<file path="src/sv/ipsc_pkg.sv">
package ipsc_pkg;

    // field widths
    localparam int SPEED_W    = 12;
    localparam int STEER_W    = 13;
    localparam int GAIN_W     = 16;
    localparam int DUTY_W     = 16;
    localparam int CFG_IDX_W  = 3;
    localparam int CFG_DATA_W = 16;

    // duty ceiling
    localparam logic [DUTY_W-1:0] PWM_MAX = 16'd10000;

    // register indexes on the configuration port
    localparam logic [CFG_IDX_W-1:0] REG_LOST_LINE_SPEED = 3'd0;
    localparam logic [CFG_IDX_W-1:0] REG_STRAIGHT_SPEED  = 3'd1;
    localparam logic [CFG_IDX_W-1:0] REG_GAIN_I          = 3'd2;
    localparam logic [CFG_IDX_W-1:0] REG_GAIN_P          = 3'd3;
    localparam logic [CFG_IDX_W-1:0] REG_CORNER_GAIN     = 3'd4;

    // register reset values
    localparam logic [SPEED_W-1:0] LOST_LINE_SPEED_RST = 12'd0;
    localparam logic [SPEED_W-1:0] STRAIGHT_SPEED_RST  = 12'd4095;

    // floor(x/125) = (x * CORNER_RECIP) >> 24, exact for x < 2^17
    localparam logic [17:0] CORNER_RECIP = 18'd134218;
    // floor(x/5) = (x * PI_RECIP) >> 24, exact for x < 2^21
    localparam logic [21:0] PI_RECIP     = 22'd3355444;

    typedef struct packed {
        logic [SPEED_W-1:0] lost_line_speed;
        logic [SPEED_W-1:0] straight_speed;
        logic [GAIN_W-1:0]  gain_i;
        logic [GAIN_W-1:0]  gain_p;
        logic [GAIN_W-1:0]  corner_gain;
    } cfg_t;

    // setpoint stage to pi stage
    typedef struct packed {
        logic                      valid;
        logic [SPEED_W-1:0]        setpoint;
        logic signed [STEER_W-1:0] spd_err;
        logic signed [STEER_W:0]   err_change;
    } sp_item_t;

endpackage

</file>
<file path="src/sv/ipsc_in_if.sv">
interface ipsc_in_if;
    logic                                   valid;
    logic                                   ready;
    logic [ipsc_pkg::SPEED_W-1:0]           target_speed;
    logic [ipsc_pkg::SPEED_W-1:0]           measured_speed;
    logic signed [ipsc_pkg::STEER_W-1:0]    steer_error;

    modport source (output valid, output target_speed, output measured_speed,
                    output steer_error, input ready);
    modport sink   (input valid, input target_speed, input measured_speed,
                    input steer_error, output ready);
endinterface

</file>
<file path="src/sv/ipsc_out_if.sv">
interface ipsc_out_if;
    logic                          valid;
    logic                          ready;
    logic [ipsc_pkg::DUTY_W-1:0]   pwm_duty;
    logic [ipsc_pkg::SPEED_W-1:0]  setpoint_used;

    modport source (output valid, output pwm_duty, output setpoint_used, input ready);
    modport sink   (input valid, input pwm_duty, input setpoint_used, output ready);
endinterface

</file>
<file path="src/sv/incremental_pi_speed_control.sv">
// channel    | dir | handshake     | payload
// speed_in   | in  | valid / ready | target_speed, measured_speed, steer_error
// duty_out   | out | valid / ready | pwm_duty, setpoint_used
// cfg        | in  | cfg_write_en  | cfg_index, cfg_data
//
// one item per cycle while no result is held; an item passes the input register,
// then six stages: corner product, corner divide, clamp and error, gain products,
// increment divide, duty accumulate
// reset clears all valids, the kept error and duty, and loads register defaults
// a stalled result holds the whole pipeline; speed_in.ready falls in that cycle
module incremental_pi_speed_control (
    input  logic                               clk,
    input  logic                               rst_n,
    ipsc_in_if.sink                            speed_in,
    ipsc_out_if.source                         duty_out,
    input  logic                               cfg_write_en,
    input  logic [ipsc_pkg::CFG_IDX_W-1:0]     cfg_index,
    input  logic [ipsc_pkg::CFG_DATA_W-1:0]    cfg_data
);

    ipsc_pkg::cfg_t                      cfg_reg;
    logic                                in_valid_reg;
    logic [ipsc_pkg::SPEED_W-1:0]        target_reg;
    logic [ipsc_pkg::SPEED_W-1:0]        measured_reg;
    logic signed [ipsc_pkg::STEER_W-1:0] steer_reg;
    logic                                advance;
    logic                                out_valid;
    ipsc_pkg::sp_item_t                  sp_item;

    // whole pipeline moves unless the result is held
    assign advance        = !out_valid || duty_out.ready;
    assign speed_in.ready = advance;
    assign duty_out.valid = out_valid;

    // configuration registers
    always_ff @(posedge clk or negedge rst_n)
    begin
        if (!rst_n)
        begin
            cfg_reg.lost_line_speed <= ipsc_pkg::LOST_LINE_SPEED_RST;
            cfg_reg.straight_speed  <= ipsc_pkg::STRAIGHT_SPEED_RST;
            cfg_reg.gain_i          <= '0;
            cfg_reg.gain_p          <= '0;
            cfg_reg.corner_gain     <= '0;
        end
        else if (cfg_write_en)
        begin
            unique case (cfg_index)
                ipsc_pkg::REG_LOST_LINE_SPEED:
                    cfg_reg.lost_line_speed <= cfg_data[ipsc_pkg::SPEED_W-1:0];
                ipsc_pkg::REG_STRAIGHT_SPEED:
                    cfg_reg.straight_speed  <= cfg_data[ipsc_pkg::SPEED_W-1:0];
                ipsc_pkg::REG_GAIN_I:
                    cfg_reg.gain_i          <= cfg_data;
                ipsc_pkg::REG_GAIN_P:
                    cfg_reg.gain_p          <= cfg_data;
                ipsc_pkg::REG_CORNER_GAIN:
                    cfg_reg.corner_gain     <= cfg_data;
                default:
                    ;
            endcase
        end
    end

    // input register
    always_ff @(posedge clk or negedge rst_n)
    begin
        if (!rst_n)
        begin
            in_valid_reg <= 1'b0;
        end
        else if (advance)
        begin
            in_valid_reg <= speed_in.valid;
        end
    end

    always_ff @(posedge clk)
    begin
        if (advance && speed_in.valid)
        begin
            target_reg   <= speed_in.target_speed;
            measured_reg <= speed_in.measured_speed;
            steer_reg    <= speed_in.steer_error;
        end
    end

    // corner slowdown, clamp and speed error
    ipsc_setpoint u_setpoint (
        .clk            (clk),
        .rst_n          (rst_n),
        .advance        (advance),
        .cfg            (cfg_reg),
        .in_valid       (in_valid_reg),
        .target_speed   (target_reg),
        .measured_speed (measured_reg),
        .steer_error    (steer_reg),
        .item           (sp_item)
    );

    // incremental pi law and duty accumulator
    ipsc_pi_update u_pi_update (
        .clk           (clk),
        .rst_n         (rst_n),
        .advance       (advance),
        .cfg           (cfg_reg),
        .item          (sp_item),
        .out_valid     (out_valid),
        .pwm_duty      (duty_out.pwm_duty),
        .setpoint_used (duty_out.setpoint_used)
    );

endmodule

</file>
<file path="src/sv/ipsc_setpoint.sv">
module ipsc_setpoint (
    input  logic                                clk,
    input  logic                                rst_n,
    input  logic                                advance,
    input  ipsc_pkg::cfg_t                      cfg,
    input  logic                                in_valid,
    input  logic [ipsc_pkg::SPEED_W-1:0]        target_speed,
    input  logic [ipsc_pkg::SPEED_W-1:0]        measured_speed,
    input  logic signed [ipsc_pkg::STEER_W-1:0] steer_error,
    output ipsc_pkg::sp_item_t                  item
);

    logic                                s1_valid_reg;
    logic [ipsc_pkg::SPEED_W-1:0]        s1_target_reg;
    logic [ipsc_pkg::SPEED_W-1:0]        s1_measured_reg;
    logic [27:0]                         s1_slow_prod_reg;
    logic                                s2_valid_reg;
    logic [ipsc_pkg::SPEED_W-1:0]        s2_target_reg;
    logic [ipsc_pkg::SPEED_W-1:0]        s2_measured_reg;
    logic [34:0]                         s2_slow_q_reg;
    logic                                s3_valid_reg;
    logic [ipsc_pkg::SPEED_W-1:0]        s3_setpoint_reg;
    logic signed [ipsc_pkg::STEER_W-1:0] s3_error_reg;
    logic signed [ipsc_pkg::STEER_W:0]   s3_delta_reg;
    logic signed [ipsc_pkg::STEER_W-1:0] prev_error_reg;

    logic [ipsc_pkg::STEER_W-1:0]        steer_mag;
    logic [27:0]                         slow_prod_next;
    logic [34:0]                         slow_q_next;
    logic [10:0]                         slowdown;
    logic signed [ipsc_pkg::STEER_W-1:0] sp_raw;
    logic [ipsc_pkg::SPEED_W-1:0]        setpoint_next;
    logic signed [ipsc_pkg::STEER_W-1:0] error_next;
    logic signed [ipsc_pkg::STEER_W:0]   delta_next;

    // corner gain times steering magnitude (4096 fits unsigned)
    assign steer_mag      = steer_error[ipsc_pkg::STEER_W-1]
                          ? (~steer_error + 13'd1) : steer_error;
    assign slow_prod_next = cfg.corner_gain * steer_mag;

    // divide by 2048 then by 125 through the reciprocal
    assign slow_q_next = s1_slow_prod_reg[27:11] * ipsc_pkg::CORNER_RECIP;
    assign slowdown    = s2_slow_q_reg[34:24];

    // lowered setpoint, lower bound first then upper bound
    assign sp_raw = $signed({1'b0, s2_target_reg}) - $signed({2'b00, slowdown});

    always_comb
    begin
        setpoint_next = s2_target_reg;
        if (sp_raw < $signed({1'b0, cfg.lost_line_speed}))
        begin
            setpoint_next = cfg.lost_line_speed;
        end
        else
        begin
            setpoint_next = sp_raw[ipsc_pkg::SPEED_W-1:0];
        end
        if (setpoint_next > cfg.straight_speed)
        begin
            setpoint_next = cfg.straight_speed;
        end
    end

    // speed error and its change since the previous item
    assign error_next = $signed({1'b0, setpoint_next}) - $signed({1'b0, s2_measured_reg});
    assign delta_next = {error_next[ipsc_pkg::STEER_W-1], error_next}
                      - {prev_error_reg[ipsc_pkg::STEER_W-1], prev_error_reg};

    // stage valids and kept error
    always_ff @(posedge clk or negedge rst_n)
    begin
        if (!rst_n)
        begin
            s1_valid_reg   <= 1'b0;
            s2_valid_reg   <= 1'b0;
            s3_valid_reg   <= 1'b0;
            prev_error_reg <= '0;
        end
        else if (advance)
        begin
            s1_valid_reg <= in_valid;
            s2_valid_reg <= s1_valid_reg;
            s3_valid_reg <= s2_valid_reg;
            if (s2_valid_reg)
            begin
                prev_error_reg <= error_next;
            end
        end
    end

    // stage payload
    always_ff @(posedge clk)
    begin
        if (advance)
        begin
            s1_target_reg    <= target_speed;
            s1_measured_reg  <= measured_speed;
            s1_slow_prod_reg <= slow_prod_next;
            s2_target_reg    <= s1_target_reg;
            s2_measured_reg  <= s1_measured_reg;
            s2_slow_q_reg    <= slow_q_next;
            s3_setpoint_reg  <= setpoint_next;
            s3_error_reg     <= error_next;
            s3_delta_reg     <= delta_next;
        end
    end

    assign item.valid      = s3_valid_reg;
    assign item.setpoint   = s3_setpoint_reg;
    assign item.spd_err    = s3_error_reg;
    assign item.err_change = s3_delta_reg;

endmodule

</file>
<file path="src/sv/ipsc_pi_update.sv">
module ipsc_pi_update (
    input  logic                          clk,
    input  logic                          rst_n,
    input  logic                          advance,
    input  ipsc_pkg::cfg_t                cfg,
    input  ipsc_pkg::sp_item_t            item,
    output logic                          out_valid,
    output logic [ipsc_pkg::DUTY_W-1:0]   pwm_duty,
    output logic [ipsc_pkg::SPEED_W-1:0]  setpoint_used
);

    logic                                s4_valid_reg;
    logic [ipsc_pkg::SPEED_W-1:0]        s4_setpoint_reg;
    logic signed [29:0]                  s4_prod_i_reg;
    logic signed [30:0]                  s4_prod_p_reg;
    logic                                s5_valid_reg;
    logic [ipsc_pkg::SPEED_W-1:0]        s5_setpoint_reg;
    logic                                s5_neg_reg;
    logic [42:0]                         s5_q_reg;
    logic                                s6_valid_reg;
    logic [ipsc_pkg::SPEED_W-1:0]        s6_setpoint_reg;
    logic [ipsc_pkg::DUTY_W-1:0]         duty_reg;

    logic signed [29:0]                  prod_i_next;
    logic signed [30:0]                  prod_p_next;
    logic signed [31:0]                  num;
    logic [31:0]                         num_mag;
    logic [42:0]                         q_next;
    logic [18:0]                         inc_mag;
    logic signed [20:0]                  inc;
    logic signed [20:0]                  duty_sum;
    logic [ipsc_pkg::DUTY_W-1:0]         duty_next;

    // gain products
    assign prod_i_next = $signed({1'b0, cfg.gain_i}) * item.spd_err;
    assign prod_p_next = $signed({1'b0, cfg.gain_p}) * item.err_change;

    // sum, magnitude, divide by 512 then by 5 through the reciprocal
    assign num     = 32'(s4_prod_i_reg) + 32'(s4_prod_p_reg);
    assign num_mag = num[31] ? (~num + 32'd1) : num;
    assign q_next  = num_mag[29:9] * ipsc_pkg::PI_RECIP;

    // increment truncated toward zero, then saturating accumulate
    assign inc_mag  = s5_q_reg[42:24];
    assign inc      = s5_neg_reg ? -$signed({2'b00, inc_mag}) : $signed({2'b00, inc_mag});
    assign duty_sum = $signed({5'b00000, duty_reg}) + inc;

    always_comb
    begin
        priority if (duty_sum < 21'sd0)
        begin
            duty_next = '0;
        end
        else if (duty_sum > $signed({5'b00000, ipsc_pkg::PWM_MAX}))
        begin
            duty_next = ipsc_pkg::PWM_MAX;
        end
        else
        begin
            duty_next = duty_sum[ipsc_pkg::DUTY_W-1:0];
        end
    end

    // stage valids and kept duty
    always_ff @(posedge clk or negedge rst_n)
    begin
        if (!rst_n)
        begin
            s4_valid_reg <= 1'b0;
            s5_valid_reg <= 1'b0;
            s6_valid_reg <= 1'b0;
            duty_reg     <= '0;
        end
        else if (advance)
        begin
            s4_valid_reg <= item.valid;
            s5_valid_reg <= s4_valid_reg;
            s6_valid_reg <= s5_valid_reg;
            if (s5_valid_reg)
            begin
                duty_reg <= duty_next;
            end
        end
    end

    // stage payload
    always_ff @(posedge clk)
    begin
        if (advance)
        begin
            s4_setpoint_reg <= item.setpoint;
            s4_prod_i_reg   <= prod_i_next;
            s4_prod_p_reg   <= prod_p_next;
            s5_setpoint_reg <= s4_setpoint_reg;
            s5_neg_reg      <= num[31];
            s5_q_reg        <= q_next;
            s6_setpoint_reg <= s5_setpoint_reg;
        end
    end

    assign out_valid     = s6_valid_reg;
    assign pwm_duty      = duty_reg;
    assign setpoint_used = s6_setpoint_reg;

endmodule

</file>
<file path="src/flat_wrapper.sv">
// flat-port wrapper written by rule: the top's interface ports become plain ports
module incremental_pi_speed_control_flat 
  (clk, rst_n, cfg_write_en, cfg_index, cfg_data, speed_in_valid, speed_in_target_speed, speed_in_measured_speed, speed_in_steer_error, speed_in_ready, duty_out_valid, duty_out_pwm_duty, duty_out_setpoint_used, duty_out_ready);
  ipsc_in_if speed_in_i ();
  ipsc_out_if duty_out_i ();
  input  logic clk;
  input  logic rst_n;
  input  logic cfg_write_en;
  input  logic [ipsc_pkg::CFG_IDX_W-1:0] cfg_index;
  input  logic [ipsc_pkg::CFG_DATA_W-1:0] cfg_data;
  input wire logic [$bits(speed_in_i.valid)-1:0] speed_in_valid;
  input wire logic [$bits(speed_in_i.target_speed)-1:0] speed_in_target_speed;
  input wire logic [$bits(speed_in_i.measured_speed)-1:0] speed_in_measured_speed;
  input wire logic [$bits(speed_in_i.steer_error)-1:0] speed_in_steer_error;
  output wire logic [$bits(speed_in_i.ready)-1:0] speed_in_ready;
  output wire logic [$bits(duty_out_i.valid)-1:0] duty_out_valid;
  output wire logic [$bits(duty_out_i.pwm_duty)-1:0] duty_out_pwm_duty;
  output wire logic [$bits(duty_out_i.setpoint_used)-1:0] duty_out_setpoint_used;
  input wire logic [$bits(duty_out_i.ready)-1:0] duty_out_ready;
  assign speed_in_i.valid = speed_in_valid;
  assign speed_in_i.target_speed = speed_in_target_speed;
  assign speed_in_i.measured_speed = speed_in_measured_speed;
  assign speed_in_i.steer_error = speed_in_steer_error;
  assign speed_in_ready = speed_in_i.ready;
  assign duty_out_valid = duty_out_i.valid;
  assign duty_out_pwm_duty = duty_out_i.pwm_duty;
  assign duty_out_setpoint_used = duty_out_i.setpoint_used;
  assign duty_out_i.ready = duty_out_ready;
  incremental_pi_speed_control u_core (.clk(clk), .rst_n(rst_n), .speed_in(speed_in_i), .duty_out(duty_out_i), .cfg_write_en(cfg_write_en), .cfg_index(cfg_index), .cfg_data(cfg_data));
endmodule
</file>
<file path="config.mk">
export PLATFORM = sky130hd
export DESIGN_NAME = incremental_pi_speed_control_flat
export DESIGN_NICKNAME = d
export VERILOG_FILES = /design/src/sv/ipsc_pkg.sv /design/src/sv/ipsc_in_if.sv /design/src/sv/ipsc_out_if.sv /design/src/sv/incremental_pi_speed_control.sv /design/src/sv/ipsc_setpoint.sv /design/src/sv/ipsc_pi_update.sv /design/src/flat_wrapper.sv
export SDC_FILE = /design/constraint.sdc
export NUM_CORES = 2
export LEC_CHECK = 0
export ABC_AREA = 1
export BUFFER_PORTS_ARGS = -buffer_cell sky130_fd_sc_hd__buf_4
export CAP_MARGIN = 20
export CORE_AREA = 2 2 315 317
export DETAILED_ROUTE_END_ITERATION = 8
export DIE_AREA = 0 0 317 319
export PLACE_DENSITY = 0.71
export REMOVE_ABC_BUFFERS = 1
export SKIP_CTS_REPAIR_TIMING = 1
export SYNTH_ARGS = -nofsm -noshare
export SYNTH_HDL_FRONTEND = slang
export SYNTH_HIERARCHICAL = 1
export SYNTH_SLANG_ARGS = --single-unit
</file>
<file path="constraint.sdc">
create_clock -name clk -period 13.2 [get_ports clk]
set_input_delay 1.98 -clock clk [delete_from_list [all_inputs] [get_ports clk]]
set_output_delay 1.98 -clock clk [all_outputs]
set_load 0.02 [all_outputs]
</file>
==> flow_summary.toml <==
[routing]
antenna_left = 0
wl_per_cell_um = 17.0
drc_errors = 0
drt_wl_total_um = 130000
first_iter_violations = 2397
first_pass_iters = 6
viasPerCell = 5.27
vias = 40300

[synth]
ys.warnings.count = 6
synth-edff-count = 269
synth-simple-area-share = 0.172
async_flop_share = 0.286
synth_top_family_by_area = "adder cells"
synth_xor_area_frac = 0.0325
synth_compound_area_frac = 0.0520
syn_avg_cell_area_um2 = 8.45
synth_area_mm2 = 0.0533
synth_adder_area_share = 0.421
synthFlopType = "edfxtp_1"
syn_inst = 6301
ys_ff_latch = 377
seq_area_frac_synth = 0.203
ys_types = 65
muxShareOfSynthArea = 0

[layout]
fin_nets = 7770
largest_reg_flops = 72
antennaDiodeCount = 0
drive_gt1_frac = 0.0554
syn2layout_area_growth_pct = 6.31

[die]
core_mm2 = 0.0977
pin_count = 91
die_w_um = 317
initial_core_util = 0.545
die-area_mm2 = 0.101
rows = 115
dieHeight_um = 319

[grt]
grt_max_degree = 140
grtUsageTotal = 0.263
antenna_found_initial = 0
grt_pass1_wl_um = 210000
grt.overflow.total = 0
grt_pass1_vias = 40800

[worst_setup_path]
worst-path-buf-inv = 6
critPathCaptureType = "flip-flop"
crit_slowest_cell = "nand2_1"
cp_common_cell = "nand2_1"
cp_max_fo = 34
critPathLaunchType = "flip-flop"
crit_family = "adder cells"
cp.arrival_ps = 9060
crit_required_ps = 13540
critPathMaxStageDelay_ps = 740
setup.worst_path.class = "flip-flop to flip-flop"

[timing]
post-route-min-period_ps = 8720
rsz0062_at_grt = "false"
report.final.slew_viol_count = 0
holdWs_ps = 402
fin_crit_sh = 0.660
fin_worst_skew_ps = 54.5
hold_viol = 0
setup_violations = 0
tns_ps = 0
fmax_ghz = 0.115
worst_pin_slew_ps = 1070
max_slew_margin = 0.287

[cts]
clock-sinks = 377
path_clk_slew_ps = 70
cts_tree = "done"
clock_latency_ps = 640
clock_path_buffers = 3
htreeDepth = 2
cts_root_buf = "clkbuf_16"
cts_buffers = 45

[outcome]
status = "complete, no violations"

[placed_design]
port_buffers = 90
dp_hpwl_um = 107000
routabilityCongestion = 0.956

[job]
drv_cap = 0

[worst_hold_path]
hold_path.class = "flip-flop to flip-flop"
==> area by class of cell <==
cell class	count	area, µm²
inverter	1514	5680
fill	8694	41100
multi-input combinational	4267	36100
sequential	377	10800
clock buffer	65	1330
clock inverter	19	223
tap	1287	1610
timing repair buffer	107	843
==> Yosys cell counts (9+ instances only) <==
master    instances  share of area
inv_1          1490           0.11
nand2_1        1451           0.10
ha_1            736           0.17
fa_1            661           0.25
nor2_1          311          0.022
edfxtp_1        269           0.15
a21oi_1         223          0.021
nand3_1         211          0.020
xor2_1          134          0.022
o21ai_0         120          0.011
clkbuf_1         97         0.0068
dfrtp_1          96          0.045
xnor2_1          45         0.0074
nand2_2          40         0.0047
nand4_1          38         0.0045
nor3_1           38         0.0036
or2_2            29         0.0034
a31oi_1          24         0.0028
o21bai_1         24         0.0034
inv_2            23         0.0016
buf_2            20         0.0019
nor2_2           18         0.0021
a21o_1           15         0.0021
o21a_1           14         0.0020
o21ai_1          14         0.0013
and2_1           12         0.0014
dfstp_2          12         0.0059
o211ai_1         11         0.0016
buf_1            10        0.00070
nand3b_1          9         0.0013
xor2_2            9         0.0027
==> cell families after synthesis <==
family                   after synthesis
XOR/XNOR                             189
flip-flops                           377
adder cells (fa/ha/maj)             1397
buffers and inverters               1657
AO/OA/AOI/OAI                        484
AND/OR/NAND/NOR                     2197
==> layer usage <==
metal | wire length (µm) | track usage | share of wire
met1 | 56000 | 0.355 | 0.43
met2 | 60600 | 0.430 | 0.47
met3 | 7780 | 0.0357 | 0.060
met4 | 5410 | 0.0963 | 0.042
met5 | 0 | 0 | 0
==> path summary, 6_finish.rpt <==
| path | start | endpoint | slack (ps) | cells after the start |
|---|---|---|---|---|
| setup / recovery | u_core/u_pi_update/s4_prod_i_reg[24]$_DFFE_PP_ | u_core/u_pi_update/s5_q_reg[35]$_DFFE_PP_ | 4480 | 34 |
| hold / removal | u_core/u_setpoint/s1_target_reg[0]$_DFFE_PP_ | u_core/u_setpoint/s2_target_reg[0]$_DFFE_PP_ | 400 | 0 |
| setup reg to reg | u_core/u_pi_update/s4_prod_i_reg[24]$_DFFE_PP_ | u_core/u_pi_update/s5_q_reg[35]$_DFFE_PP_ | 4480 | 34 |
| hold reg to reg | u_core/u_setpoint/s1_target_reg[0]$_DFFE_PP_ | u_core/u_setpoint/s2_target_reg[0]$_DFFE_PP_ | 400 | 0 |
| max in group asynchronous | rst_n | u_core/cfg_reg[14]$_DFFE_PN0P_ | 10740 | 3 |
| min in group asynchronous | rst_n | u_core/u_setpoint/s3_valid_reg$_DFFE_PN0P_ | 1340 | 1 |
==> metrics by stage <==
| step | instance area [µm²] | util | setup WS, ps | cells |
|---|---|---|---|---|
| 3_3_place_gp | 55000 | 0.563 | 4580 | 7550 |
| 2_1_floorplan | 52600 | - | 3430 | 6158 |
| 4_1_cts | 56600 | 0.579 | 4450 | 7634 |
| 3_5_place_dp | 55000 | 0.563 | 4530 | 7550 |
| 5_1_grt | 56600 | 0.579 | 3780 | 7636 |
| 6_report | 56600 | 0.579 | 4480 | 7636 |
==> layout by cell type, fill, tap and decap left out, types with 15 or more instances in the layout <==
cell type,n
fa_1,661
buf_4,104
nand3_1,211
nor3_1,38
clkbuf_16,49
nor2_1,310
nand4_1,38
ha_1,736
o21ai_0,120
o21bai_1,24
or2_2,29
inv_2,24
dfrtp_1,96
nand2_1,1450
a31oi_1,24
edfxtp_1,269
a21oi_1,223
inv_1,1489
xnor2_1,45
nor2_2,19
a21o_1,15
nand2_2,40
xor2_1,134
Power is left out: the tool's default activity adds up to more than one toggle a clock period on the data nets, which glitch-free logic cannot reach.
